<file path="src/hw/rtl/touch_sample_filter_sequencer_assert.svh">
// Assertion macros shared by the touch filter RTL.
`ifndef TOUCH_SAMPLE_FILTER_SEQUENCER_ASSERT_SVH
`define TOUCH_SAMPLE_FILTER_SEQUENCER_ASSERT_SVH

// Checked on every edge, reset included.
`define TSFS_ASSERT_ALWAYS(name, prop, msg) \
  name: assert property (@(posedge clk_i) prop) else $error(msg);

// Checked outside reset only.
`define TSFS_ASSERT(name, prop, msg) \
  name: assert property (@(posedge clk_i) disable iff (!rst_ni) prop) else $error(msg);

`endif

</file>
<file path="src/hw/rtl/tsfs_pkg.sv">
package tsfs_pkg;

  localparam int SampleW       = 10;
  localparam int WindowLen     = 4;
  localparam int CmdQueueDepth = 2;

  typedef logic [SampleW-1:0] sample_t;

  localparam sample_t LIMIT_RESET = sample_t'(10);

  // Panel controller modes.
  localparam logic [1:0] MODE_WAIT_DOWN = 2'd0;
  localparam logic [1:0] MODE_WAIT_UP   = 2'd1;
  localparam logic [1:0] MODE_MEASURE   = 2'd2;

  // Work handed from the front to the back.
  typedef enum logic [1:0] {
    OP_RELEASE,
    OP_MEASURE,
    OP_WINDOW
  } op_e;

  typedef struct packed {
    op_e                           op;
    sample_t [WindowLen-1:0]       x;
    sample_t [WindowLen-1:0]       y;
  } cmd_t;

  typedef struct packed {
    logic       report_valid;
    logic       touching;
    sample_t    x_position;
    sample_t    y_position;
    logic [1:0] panel_mode;
    logic       start_conversion;
    logic       arm_timer;
  } res_t;

endpackage

</file>
<file path="src/hw/rtl/tsfs_front.sv">
`include "touch_sample_filter_sequencer_assert.svh"

module tsfs_front (
  input  logic              clk_i,
  input  logic              rst_ni,
  input  logic              take_i,
  input  logic              func_i,
  input  logic              pen_lifted_i,
  input  tsfs_pkg::sample_t x_sample_i,
  input  tsfs_pkg::sample_t y_sample_i,
  output tsfs_pkg::cmd_t    cmd_o
);

  logic [1:0]        sample_count_q, sample_count_d;
  tsfs_pkg::sample_t x_q [3];
  tsfs_pkg::sample_t y_q [3];
  logic              store;

  always_comb begin
    sample_count_d = sample_count_q;
    store          = 1'b0;
    cmd_o.op       = tsfs_pkg::OP_MEASURE;
    cmd_o.x        = {x_sample_i, x_q[2], x_q[1], x_q[0]};
    cmd_o.y        = {y_sample_i, y_q[2], y_q[1], y_q[0]};
    if (pen_lifted_i) begin
      cmd_o.op = tsfs_pkg::OP_RELEASE;
      if (!func_i) begin
        sample_count_d = 2'd0;
      end
    end else if (!func_i) begin
      if (sample_count_q == 2'd3) begin
        cmd_o.op       = tsfs_pkg::OP_WINDOW;
        sample_count_d = 2'd0;
      end else begin
        store          = 1'b1;
        sample_count_d = sample_count_q + 2'd1;
      end
    end
  end

  always_ff @(posedge clk_i or negedge rst_ni) begin
    if (!rst_ni) begin
      sample_count_q <= 2'd0;
    end else if (take_i) begin
      sample_count_q <= sample_count_d;
    end
  end

  // window entries: no reset, written before any read
  always_ff @(posedge clk_i) begin
    if (take_i && store) begin
      x_q[sample_count_q] <= x_sample_i;
      y_q[sample_count_q] <= y_sample_i;
    end
  end

  `TSFS_ASSERT(a_count_wraps,
    (take_i && !pen_lifted_i && !func_i && sample_count_q == 2'd3) |=> sample_count_q == 2'd0,
    "sample count did not clear after fourth pair")
  `TSFS_ASSERT(a_window_cmd_only_at_three,
    (take_i && cmd_o.op == tsfs_pkg::OP_WINDOW) |-> sample_count_q == 2'd3,
    "window command issued before four pairs")

endmodule

</file>
<file path="src/hw/rtl/tsfs_cmd_queue.sv">
`include "touch_sample_filter_sequencer_assert.svh"

module tsfs_cmd_queue #(
  parameter int Depth = tsfs_pkg::CmdQueueDepth
) (
  input  logic           clk_i,
  input  logic           rst_ni,
  input  logic           push_i,
  input  tsfs_pkg::cmd_t cmd_i,
  output logic           full_o,
  input  logic           pop_i,
  output logic           empty_o,
  output tsfs_pkg::cmd_t cmd_o
);

  localparam int PtrW = $clog2(Depth);
  localparam int CntW = $clog2(Depth + 1);

  tsfs_pkg::cmd_t mem_q [Depth];
  logic [PtrW-1:0] wr_ptr_q, rd_ptr_q;
  logic [CntW-1:0] count_q;
  logic            do_push, do_pop;

  assign full_o  = (count_q == CntW'(Depth));
  assign empty_o = (count_q == '0);
  assign do_push = push_i && !full_o;
  assign do_pop  = pop_i && !empty_o;
  assign cmd_o   = mem_q[rd_ptr_q];

  function automatic logic [PtrW-1:0] next_ptr(input logic [PtrW-1:0] p);
    return (p == PtrW'(Depth - 1)) ? '0 : p + PtrW'(1);
  endfunction

  always_ff @(posedge clk_i or negedge rst_ni) begin
    if (!rst_ni) begin
      wr_ptr_q <= '0;
      rd_ptr_q <= '0;
      count_q  <= '0;
    end else begin
      if (do_push) begin
        wr_ptr_q <= next_ptr(wr_ptr_q);
      end
      if (do_pop) begin
        rd_ptr_q <= next_ptr(rd_ptr_q);
      end
      if (do_push && !do_pop) begin
        count_q <= count_q + CntW'(1);
      end else if (do_pop && !do_push) begin
        count_q <= count_q - CntW'(1);
      end
    end
  end

  always_ff @(posedge clk_i) begin
    if (do_push) begin
      mem_q[wr_ptr_q] <= cmd_i;
    end
  end

  `TSFS_ASSERT(a_count_bounded, count_q <= CntW'(Depth),
    "command queue count beyond depth")
  `TSFS_ASSERT(a_ptrs_meet_when_empty, empty_o |-> wr_ptr_q == rd_ptr_q,
    "queue pointers differ while empty")

endmodule

</file>
<file path="src/hw/rtl/tsfs_back.sv">
`include "touch_sample_filter_sequencer_assert.svh"

module tsfs_back (
  input  logic              clk_i,
  input  logic              rst_ni,
  input  logic              cfg_we_i,
  input  tsfs_pkg::sample_t cfg_wdata_i,
  input  logic              cmd_avail_i,
  input  tsfs_pkg::cmd_t    cmd_i,
  output logic              cmd_take_o,
  input  logic              res_pop_i,
  output logic              res_valid_o,
  output tsfs_pkg::res_t    res_o
);

  tsfs_pkg::sample_t limit_q;
  logic              out_valid_q;
  tsfs_pkg::res_t    res_q, res_d;
  logic              steady;
  logic [11:0]       sum_x, sum_y;

  // checks sample 2 against mean(0,1) and sample 3 against mean(1,2)
  function automatic logic window_steady(
    input tsfs_pkg::sample_t [3:0] w,
    input tsfs_pkg::sample_t       lim
  );
    logic [10:0]       s1, s2;
    tsfs_pkg::sample_t m1, m2, d1, d2;
    s1 = {1'b0, w[0]} + {1'b0, w[1]};
    s2 = {1'b0, w[1]} + {1'b0, w[2]};
    m1 = s1[10:1];
    m2 = s2[10:1];
    d1 = (w[2] > m1) ? w[2] - m1 : m1 - w[2];
    d2 = (w[3] > m2) ? w[3] - m2 : m2 - w[3];
    return (d1 <= lim) && (d2 <= lim);
  endfunction

  assign cmd_take_o  = cmd_avail_i && (!out_valid_q || res_pop_i);
  assign res_valid_o = out_valid_q;
  assign res_o       = res_q;

  always_comb begin
    steady = window_steady(cmd_i.x, limit_q) && window_steady(cmd_i.y, limit_q);
    sum_x  = 12'(cmd_i.x[0]) + 12'(cmd_i.x[1]) + 12'(cmd_i.x[2]) + 12'(cmd_i.x[3]);
    sum_y  = 12'(cmd_i.y[0]) + 12'(cmd_i.y[1]) + 12'(cmd_i.y[2]) + 12'(cmd_i.y[3]);
    res_d  = '0;
    unique case (cmd_i.op)
      tsfs_pkg::OP_RELEASE: begin
        res_d.report_valid = 1'b1;
        res_d.panel_mode   = tsfs_pkg::MODE_WAIT_DOWN;
      end
      tsfs_pkg::OP_WINDOW: begin
        res_d.panel_mode = tsfs_pkg::MODE_WAIT_UP;
        res_d.arm_timer  = 1'b1;
        if (steady) begin
          res_d.report_valid = 1'b1;
          res_d.touching     = 1'b1;
          res_d.x_position   = sum_x[11:2];
          res_d.y_position   = sum_y[11:2];
        end
      end
      default: begin
        res_d.panel_mode       = tsfs_pkg::MODE_MEASURE;
        res_d.start_conversion = 1'b1;
      end
    endcase
  end

  always_ff @(posedge clk_i or negedge rst_ni) begin
    if (!rst_ni) begin
      limit_q     <= tsfs_pkg::LIMIT_RESET;
      out_valid_q <= 1'b0;
    end else begin
      if (cfg_we_i) begin
        limit_q <= cfg_wdata_i;
      end
      if (cmd_take_o) begin
        out_valid_q <= 1'b1;
      end else if (res_pop_i) begin
        out_valid_q <= 1'b0;
      end
    end
  end

  always_ff @(posedge clk_i) begin
    if (cmd_take_o) begin
      res_q <= res_d;
    end
  end

  `TSFS_ASSERT(a_take_fills_output, cmd_take_o |=> out_valid_q,
    "output register empty after command taken")
  `TSFS_ASSERT(a_touch_means_wait_up,
    (out_valid_q && res_q.touching) |->
      (res_q.report_valid && res_q.panel_mode == tsfs_pkg::MODE_WAIT_UP),
    "touch report without pen-up rearm")

endmodule

</file>
<file path="src/hw/rtl/touch_sample_filter_sequencer.sv">
// Channel   Ports                                          Beat when
// -------   ---------------------------------------------  ------------------
// input     push, full, func_i, pen_lifted_i, x/y_sample_i push && !full
// result    pop, empty, report_valid_o .. arm_timer_o      pop && !empty
// config    cfg_we_i, cfg_wdata_i (deviation limit)        cfg_we_i
//
// One input beat per cycle sustained while full stays low; each beat gives one result beat.
// An accepted beat goes into the command queue and from there into the
// output register, which drives the result ports.
// full rises when the command queue holds QueueDepth commands, i.e. when
// results back up; the output register refills in the cycle it is popped.
// Reset clears the sample count, queue pointers and output valid; the
// limit returns to 10. Sample window registers are not reset.
`include "touch_sample_filter_sequencer_assert.svh"

module touch_sample_filter_sequencer #(
  parameter int QueueDepth = tsfs_pkg::CmdQueueDepth
) (
  input  logic              clk_i,
  input  logic              rst_ni,
  // input beats
  input  logic              push,
  output logic              full,
  input  logic              func_i,
  input  logic              pen_lifted_i,
  input  tsfs_pkg::sample_t x_sample_i,
  input  tsfs_pkg::sample_t y_sample_i,
  // result beats
  input  logic              pop,
  output logic              empty,
  output logic              report_valid_o,
  output logic              touching_o,
  output tsfs_pkg::sample_t x_position_o,
  output tsfs_pkg::sample_t y_position_o,
  output logic [1:0]        panel_mode_o,
  output logic              start_conversion_o,
  output logic              arm_timer_o,
  // configuration
  input  logic              cfg_we_i,
  input  tsfs_pkg::sample_t cfg_wdata_i
);

  tsfs_pkg::cmd_t front_cmd, queue_cmd;
  tsfs_pkg::res_t res;
  logic           take, q_empty, cmd_take, res_valid;

  assign take = push && !full;

  // Front: sample count and window, classifies each beat into a command.
  tsfs_front u_front (
    .clk_i        (clk_i),
    .rst_ni       (rst_ni),
    .take_i       (take),
    .func_i       (func_i),
    .pen_lifted_i (pen_lifted_i),
    .x_sample_i   (x_sample_i),
    .y_sample_i   (y_sample_i),
    .cmd_o        (front_cmd)
  );

  // Short queue decouples classification from result generation.
  tsfs_cmd_queue #(
    .Depth (QueueDepth)
  ) u_queue (
    .clk_i   (clk_i),
    .rst_ni  (rst_ni),
    .push_i  (take),
    .cmd_i   (front_cmd),
    .full_o  (full),
    .pop_i   (cmd_take),
    .empty_o (q_empty),
    .cmd_o   (queue_cmd)
  );

  // Back: outlier checks, averaging, output register.
  tsfs_back u_back (
    .clk_i       (clk_i),
    .rst_ni      (rst_ni),
    .cfg_we_i    (cfg_we_i),
    .cfg_wdata_i (cfg_wdata_i),
    .cmd_avail_i (!q_empty),
    .cmd_i       (queue_cmd),
    .cmd_take_o  (cmd_take),
    .res_pop_i   (pop),
    .res_valid_o (res_valid),
    .res_o       (res)
  );

  assign empty              = !res_valid;
  assign report_valid_o     = res.report_valid;
  assign touching_o         = res.touching;
  assign x_position_o       = res.x_position;
  assign y_position_o       = res.y_position;
  assign panel_mode_o       = res.panel_mode;
  assign start_conversion_o = res.start_conversion;
  assign arm_timer_o        = res.arm_timer;

  `TSFS_ASSERT(a_no_take_when_idle, q_empty |-> !cmd_take,
    "back took a command from an empty queue")
  `TSFS_ASSERT(a_beat_reaches_back, (take && q_empty && empty) |=> !q_empty,
    "accepted beat missing from command queue")

endmodule

</file>
<file path="config.mk">
export PLATFORM = sky130hd
export DESIGN_NAME = touch_sample_filter_sequencer
export DESIGN_NICKNAME = d
export VERILOG_FILES = /design/src/hw/rtl/tsfs_pkg.sv /design/src/hw/rtl/tsfs_front.sv /design/src/hw/rtl/tsfs_cmd_queue.sv /design/src/hw/rtl/tsfs_back.sv /design/src/hw/rtl/touch_sample_filter_sequencer.sv
export VERILOG_INCLUDE_DIRS = /design/src /design/src/hw/rtl
export SDC_FILE = /design/constraint.sdc
export NUM_CORES = 1
export LEC_CHECK = 0
export CAP_MARGIN = 10
export CORE_MARGIN = 2
export CORE_UTILIZATION = 40
export CTS_CLUSTER_SIZE = 14
export DETAILED_ROUTE_END_ITERATION = 12
export DONT_BUFFER_PORTS = 1
export PLACE_DENSITY = 0.53
export SLEW_MARGIN = 30
export SYNTH_ARGS = -nofsm -noshare
export SYNTH_HDL_FRONTEND = slang
export SYNTH_SLANG_ARGS = --single-unit
</file>
<file path="constraint.sdc">
create_clock -name clk_i -period 15.15 [get_ports clk_i]
set_clock_uncertainty 0.15 [all_clocks]
set_input_delay 2.2725 -clock clk_i [delete_from_list [all_inputs] [get_ports clk_i]]
set_output_delay 2.2725 -clock clk_i [all_outputs]
set_load 0.01 [all_outputs]
</file>
=== Yosys cells after proc, flatten, opt, wreduce, memory -nomap -nowiden ===
Memories as Yosys holds them, arrays and structs flattened.
Index checks and enable logic that the tools add are counted.

* $add $sub $neg: 23
* Order comparisons: 8
* Equality and inequality tests: 3
* Mux-type cells: 29
* Bitwise logic cells: 1
* Reduce and logical (&&, ||, !) cells: 23

{| class="wikitable"
|+ Operator list
! operator !! count
|-
| $sub A10 B10 Y10 || 8
|-
| $add A10 B10 Y11 || 6
|-
| $add A12 B10 Y12 || 4
|-
| $gt A10 B10 Y1 || 4
|-
| $le A10 B10 Y1 || 4
|-
| $mux W10 || 4
|-
| $mux W22 || 1
|-
| $mux W2 || 9
|-
| $mux W1 || 13
|-
| $logic_and A1 B1 Y1 || 10
|-
| $eq A2 B2 Y1 const B || 3
|-
| $logic_not A1 Y1 || 5
|-
| $add A2 B1 Y2 const B || 2
|-
| $logic_not A2 Y1 || 2
|-
| $pmux W2 S2 || 1
|-
| $reduce_and A2 Y1 || 2
|-
| $reduce_bool A2 Y1 || 2
|-
| $add A1 B1 Y1 const B || 2
|-
| $pmux W1 S2 || 1
|-
| $reduce_or A2 Y1 || 1
|-
| $sub A2 B1 Y2 const B || 1
|-
| $logic_or A1 B1 Y1 || 1
|-
| $not A1 Y1 || 1
|}

* Flip-flop bits (word level): 43
* Bits in writable memories: 224
* Input bits: 37
* Output and inout bits: 28
* Logic and storage cells: 103
* Memories: 3

{| class="wikitable"
|+ Memories
! memory !! depth !! width !! rd ports !! clocked after memory_dff !! wr ports !! RTL line !! source
|-
| u_queue.mem_q || 2 || 82 || 1 || 0 || 1 || tsfs_cmd_queue.sv:19 || <nowiki>tsfs_pkg::cmd_t mem_q [Depth];</nowiki>
|-
| u_front.x_q || 3 || 10 || 3 || 0 || 1 || tsfs_front.sv:15 || <nowiki>tsfs_pkg::sample_t x_q [3];</nowiki>
|-
| u_front.y_q || 3 || 10 || 3 || 0 || 1 || tsfs_front.sv:16 || <nowiki>tsfs_pkg::sample_t y_q [3];</nowiki>
|}

=== Depth between registers and ports, before layout ===
An unclocked memory read counts as a cell.

* Depth in word-level cells: 9
* Mapped depth: 34
* Mapped depth without buffers: 29

=== Cells and area by module ===
A second synthesis with hierarchy kept.

* Cell total of the unflattened synthesis: 1,380
* Area, all modules: 17,147.7 um^2

{| class="wikitable"
|+ By module, submodules not included
! module !! times used !! cells an instance !! area an instance (um^2) !! sequential area each (um^2)
|-
| tsfs_back || 1 || 1,004 || 8,508.2 || 998.5
|-
| tsfs_cmd_queue || 1 || 274 || 6,463.7 || 5,024.8
|-
| tsfs_front || 1 || 99 || 2,154.6 || 1,851.8
|-
| touch_sample_filter_sequencer || 1 || 3 || 21.3 || 0.0
|}

=== Worst setup path after synthesis ===
OpenSTA, ideal clock, no wires.

* Kind: register -> register
* Start point: reg u_queue.rd_ptr_q
* End point: reg u_back.res_q (netlist bit u_back.res_o[12]), data pin
* Library setup time: 0.157 ns
* Arrival: 7.477 ns
* Data required time: 14.843 ns
* Slack: 7.366 ns
* Cell stages (with the launch flop): 35
* Path buffers: 6
* Clock period less this slack: 7.784 ns
* Cell sequence: dfrtp_1 -> buf_6 -> buf_1 -> clkbuf_1 -> buf_1 -> mux2i_1 -> inv_1 -> fa_1 -> a21o_1 -> a21oi_1 -> o21bai_1 -> a21oi_1 -> o21bai_1 -> a21oi_1 -> nor2_1 -> a211oi_1 -> ha_1 -> nand4_1 -> or4_1 -> nand3_1 -> nand2_1 -> a41o_1 -> buf_2 -> mux2i_1 -> xor2_1 -> ha_1 -> a21o_1 -> a21o_1 -> a21o_1 -> a211oi_1 -> a21oi_1 -> a211oi_1 -> nand3_1 -> clkbuf_1 -> nor3_1

* Cells in the longest elaborated chain, start to end: 8
* Elaborated cells on any way between the ends: 33
* Classes of those cells: add/sub (15); order compare (8); eq/ne (1); mux (4); reduce/logical (4); memory (1)

{| class="wikitable"
|+ RTL lines
! what !! RTL line !! source
|-
| start: declaration || tsfs_cmd_queue.sv:20 || <nowiki>logic [PtrW-1:0] wr_ptr_q, rd_ptr_q;</nowiki>
|-
| start signal: assignment || tsfs_cmd_queue.sv:44 || <nowiki>rd_ptr_q <= next_ptr(rd_ptr_q);</nowiki>
|-
| $mem_v2 Z2 W82 * || -- ||
|-
| $add A10 B10 Y11 (on tied branches) || tsfs_back.sv:29, tsfs_back.sv:45, tsfs_back.sv:30 ||
|-
| $sub A10 B10 Y10, or another cell as far along || tsfs_back.sv:33 || <nowiki>d1 = (w[2] > m1) ? w[2] - m1 : m1 - w[2];</nowiki>
|-
| $mux W10 (on tied branches) || tsfs_back.sv:33, tsfs_back.sv:34 ||
|-
| $le A10 B10 Y1 || tsfs_back.sv:35 || <nowiki>return (d1 <= lim) && (d2 <= lim);</nowiki>
|-
| $logic_and A1 B1 Y1 || tsfs_back.sv:35 ||
|-
| $logic_and A1 B1 Y1 || tsfs_back.sv:43 || <nowiki>steady = window_steady(cmd_i.x, limit_q) && window_steady(cmd_i.y, limit_q);</nowiki>
|-
| $reduce_and A2 Y1 (no source line) || -- ||
|-
| end signal: assignment || tsfs_back.sv:87 || <nowiki>res_q <= res_d;</nowiki>
|-
| end: declaration || tsfs_back.sv:18 || <nowiki>tsfs_pkg::res_t res_q, res_d;</nowiki>
|}

Mark *: on every way between the ends. The rest lies on a longest branch, timed or not.
A chain may end at the register's enable or synchronous reset.

=== Worst setup path in the final report ===
Ends and elaborated chain as after synthesis.

==> impl_metrics.toml <==
[cts]
clk_transition_reported_paths_ps = 60
cts_root_buf = "clkbuf_16"
cts_setup_buffers = 0
worstSkewPairLatency_ps = 570
cts_tree = "built"
h-tree-depth = 1
numCtsBuffers = 29
numClockSinks = 265
clock_path_buffers = 3
hold_buffers = 0
ctsResizeCount = 0

[timing]
rsz0062_at_grt = "no"
fin_crit_sh_pct = 56.45
setup_viol_count_final = 0
hold_viol_final = 0
worst_hold_slack_ps = 290.9
min_period_ps = 8552
drv_slew = 0
slew-limit-headroom_pct = 36.07
clock.fmax_mhz = 116.9
setup-tns-final_ps = 0
tightest_slew_ps = 932.3

[logic_synthesis]
synth_flop_cell = "edfxtp_1"
synth-seq-area-share_pct = 48.36
ys_warn_count = 0
syn_area_per_cell_um2 = 12.16
synthArstFlopShare_pct = 6.415
syn-cell-area_um2 = 16280
syn_inst = 1339
synthDistinctLibCells = 61
syn-num-nets = 1587
synth_edf_count = 248
ys_ff_latch = 265

[worst_setup_path]
critPathRequiredTime_ps = 15390
max_stage_delay_ps = 900
cp_max_fo = 45
r2r_setup_slack_ps = 6600
arrival_ps = 8790
end_kind = "flip-flop"
startpoint_type = "flip-flop"
reg2reg_depth = 28
critPathSlowestCell = "dfrtp_4"
path_class = "flip-flop to flip-flop"

[layout]
area_delta_synth_final_pct = 9.375
layout.cells.non_filler = 1898
drive_above_1_share_pct = 8.958
nets = 1598
diodes = 0

[worst_hold_path]
hold_path_depth = 0
min_path_type = "flip-flop to flip-flop"

[route]
vias_per_cell = 5.295
drc_errors = 0
drt_iter0_markers = 786
dr.pass1.iters = 5
avgRoutedWirePerCell_um = 20.40
wirelength_mm = 38.72
vias = 10050
ant_nets = 0

[global_route]
gr-usage-all-layers_pct = 18.52
met1_usage_pct = 29.05
grt_use_met3_pct = 2.629
antenna_found_initial = 0
grt_pass1_vias = 9952
gr-total-overflow = 0
grt_first_pass_wirelength_mm = 58.92
use_met2_pct = 26.90
busiest_layer = "met1"
grt_start_max_net_pins = 51

[job]
maxCapViolCount = 0

[placement]
port_buffers = 0
place_inst = 1844
gp_congestion = 0.8715
hpwl_mm = 29.37

[status]
status = "completed"

[floorplanning]
row_count = 73
initial_core_util_pct = 40.79
die_w_um = 205.8
io_pins = 65
die_h_um = 205.8
dieArea_um2 = 42340
coreArea_um2 = 39910
-- placed cells by master, fill, tap and decap left out, drive strengths merged, types with 44 or more instances in the layout --
cell    instances
xnor2          51
edfxtp        248
nand2          55
mux2i          71
nor2           44
ha            185
o21ai          61
a21oi          67
mux2           49
inv           118
-- metal layers --
metal,part of all wire [%],vias to the layer above
met5,0,-
met4,1.5,0
met3,4.6,36
met2,41,211
met1,53,4882
li1,-,4920
-- state kept, by name, summed over array words and instances (netlist names) --
name                    flops
u_back.res_valid_o          1
u_front.sample_count_q      2
u_front.y_q                30
u_queue.count_q             2
u_queue.wr_ptr_q            1
u_queue.mem_q             164
u_front.x_q                30
u_back.res_o               24
u_queue.rd_ptr_q            1
u_back.limit_q             10
-- final timing paths --
| path | start | to |
|---|---|---|
| worst max-delay path | u_queue.rd_ptr_q$_DFFE_PN0P_ | u_back.res_o[12]$_SDFFCE_PN0P_ |
| worst min-delay path | u_front.y_q[1][6]$_DFFE_PP_ | u_queue.mem_q[0][16]$_DFFE_PP_ |
| worst max register to register | u_queue.rd_ptr_q$_DFFE_PN0P_ | u_back.res_o[12]$_SDFFCE_PN0P_ |
| worst min register to register | u_front.y_q[1][6]$_DFFE_PP_ | u_queue.mem_q[0][16]$_DFFE_PP_ |
| max in group asynchronous | rst_ni | u_back.limit_q[3]$_DFFE_PN1P_ |
| min in group asynchronous | rst_ni | u_back.limit_q[9]$_DFFE_PN0P_ |
-- kinds of logic (layout without fill, tap and decap cells) --
kind of cell / after synthesis / in the layout / share of synthesized area [%]
mux: 120 / 120 / 7.930
fa+ha+maj: 211 / 211 / 17.41
flops: 265 / 265 / 48.36
compound gates: 250 / 250 / 9.751
buf+inv: 143 / 177 / 3.489
xor+xnor: 86 / 86 / 4.626
simple gates: 264 / 264 / 8.429
-- cell usage after synthesis (all sizes together), types with 11 or more instances --
cell type / n / share of area [%]
o21ai: 61 / 1.9
xnor2: 51 / 2.7
nor2b: 34 / 1.3
buf: 12 / 0.47
ha: 185 / 14
edfxtp: 248 / 46
nand3: 13 / 0.40
nand2b: 25 / 0.96
and2: 14 / 0.54
clkbuf: 13 / 0.30
mux2: 49 / 3.4
inv: 118 / 2.7
mux2i: 71 / 4.5
o21bai: 13 / 0.60
or3: 14 / 0.54
o21a: 12 / 0.55
nand2: 55 / 1.3
fa: 26 / 3.2
a21oi: 67 / 2.1
nand4: 12 / 0.46
a31oi: 12 / 0.46
nor2: 44 / 1.0
nor3: 28 / 0.86
xor2: 35 / 1.9
dfrtp: 15 / 2.3
a21o: 37 / 1.7
a211oi: 11 / 0.51
-- area by class of cell --
| cell class | count | area [um2] |
|---|---|---|
| fill | 3641 | 22110 |
| sequential | 265 | 7879 |
| multi-input combinational | 931 | 7863 |
| clock buffer | 35 | 748.2 |
| tap | 525 | 656.9 |
| inverter | 118 | 442.9 |
| clock inverter | 19 | 162.7 |
| timing repair buffer | 5 | 57.56 |
-- critical path, delay by kind of cell, from the launching register on --
kind | cells | cell delay [ps]
and+or+nand+nor | 7 | 1830
muxes | 2 | 860
adders and majority gates | 3 | 1020
xor gates and xnor gates | 1 | 180
buffers and inverters | 1 | 240
AOI/OAI and AO/OA | 14 | 3120
DFF | 1 | 900
-- metrics by stage --
stage	worst slack, ps	utilization (%)	area (um2)
CTS	6256	44.61	17800
global route	5859	44.62	17810
floorplan	7366	-	16280
detailed placement	6279	42.32	16890
finish	6598	44.62	17810
global placement	6279	42.25	16860
Power is not shown: default switching activity piles up to over one toggle a cycle in this logic, so the estimate is an artifact.
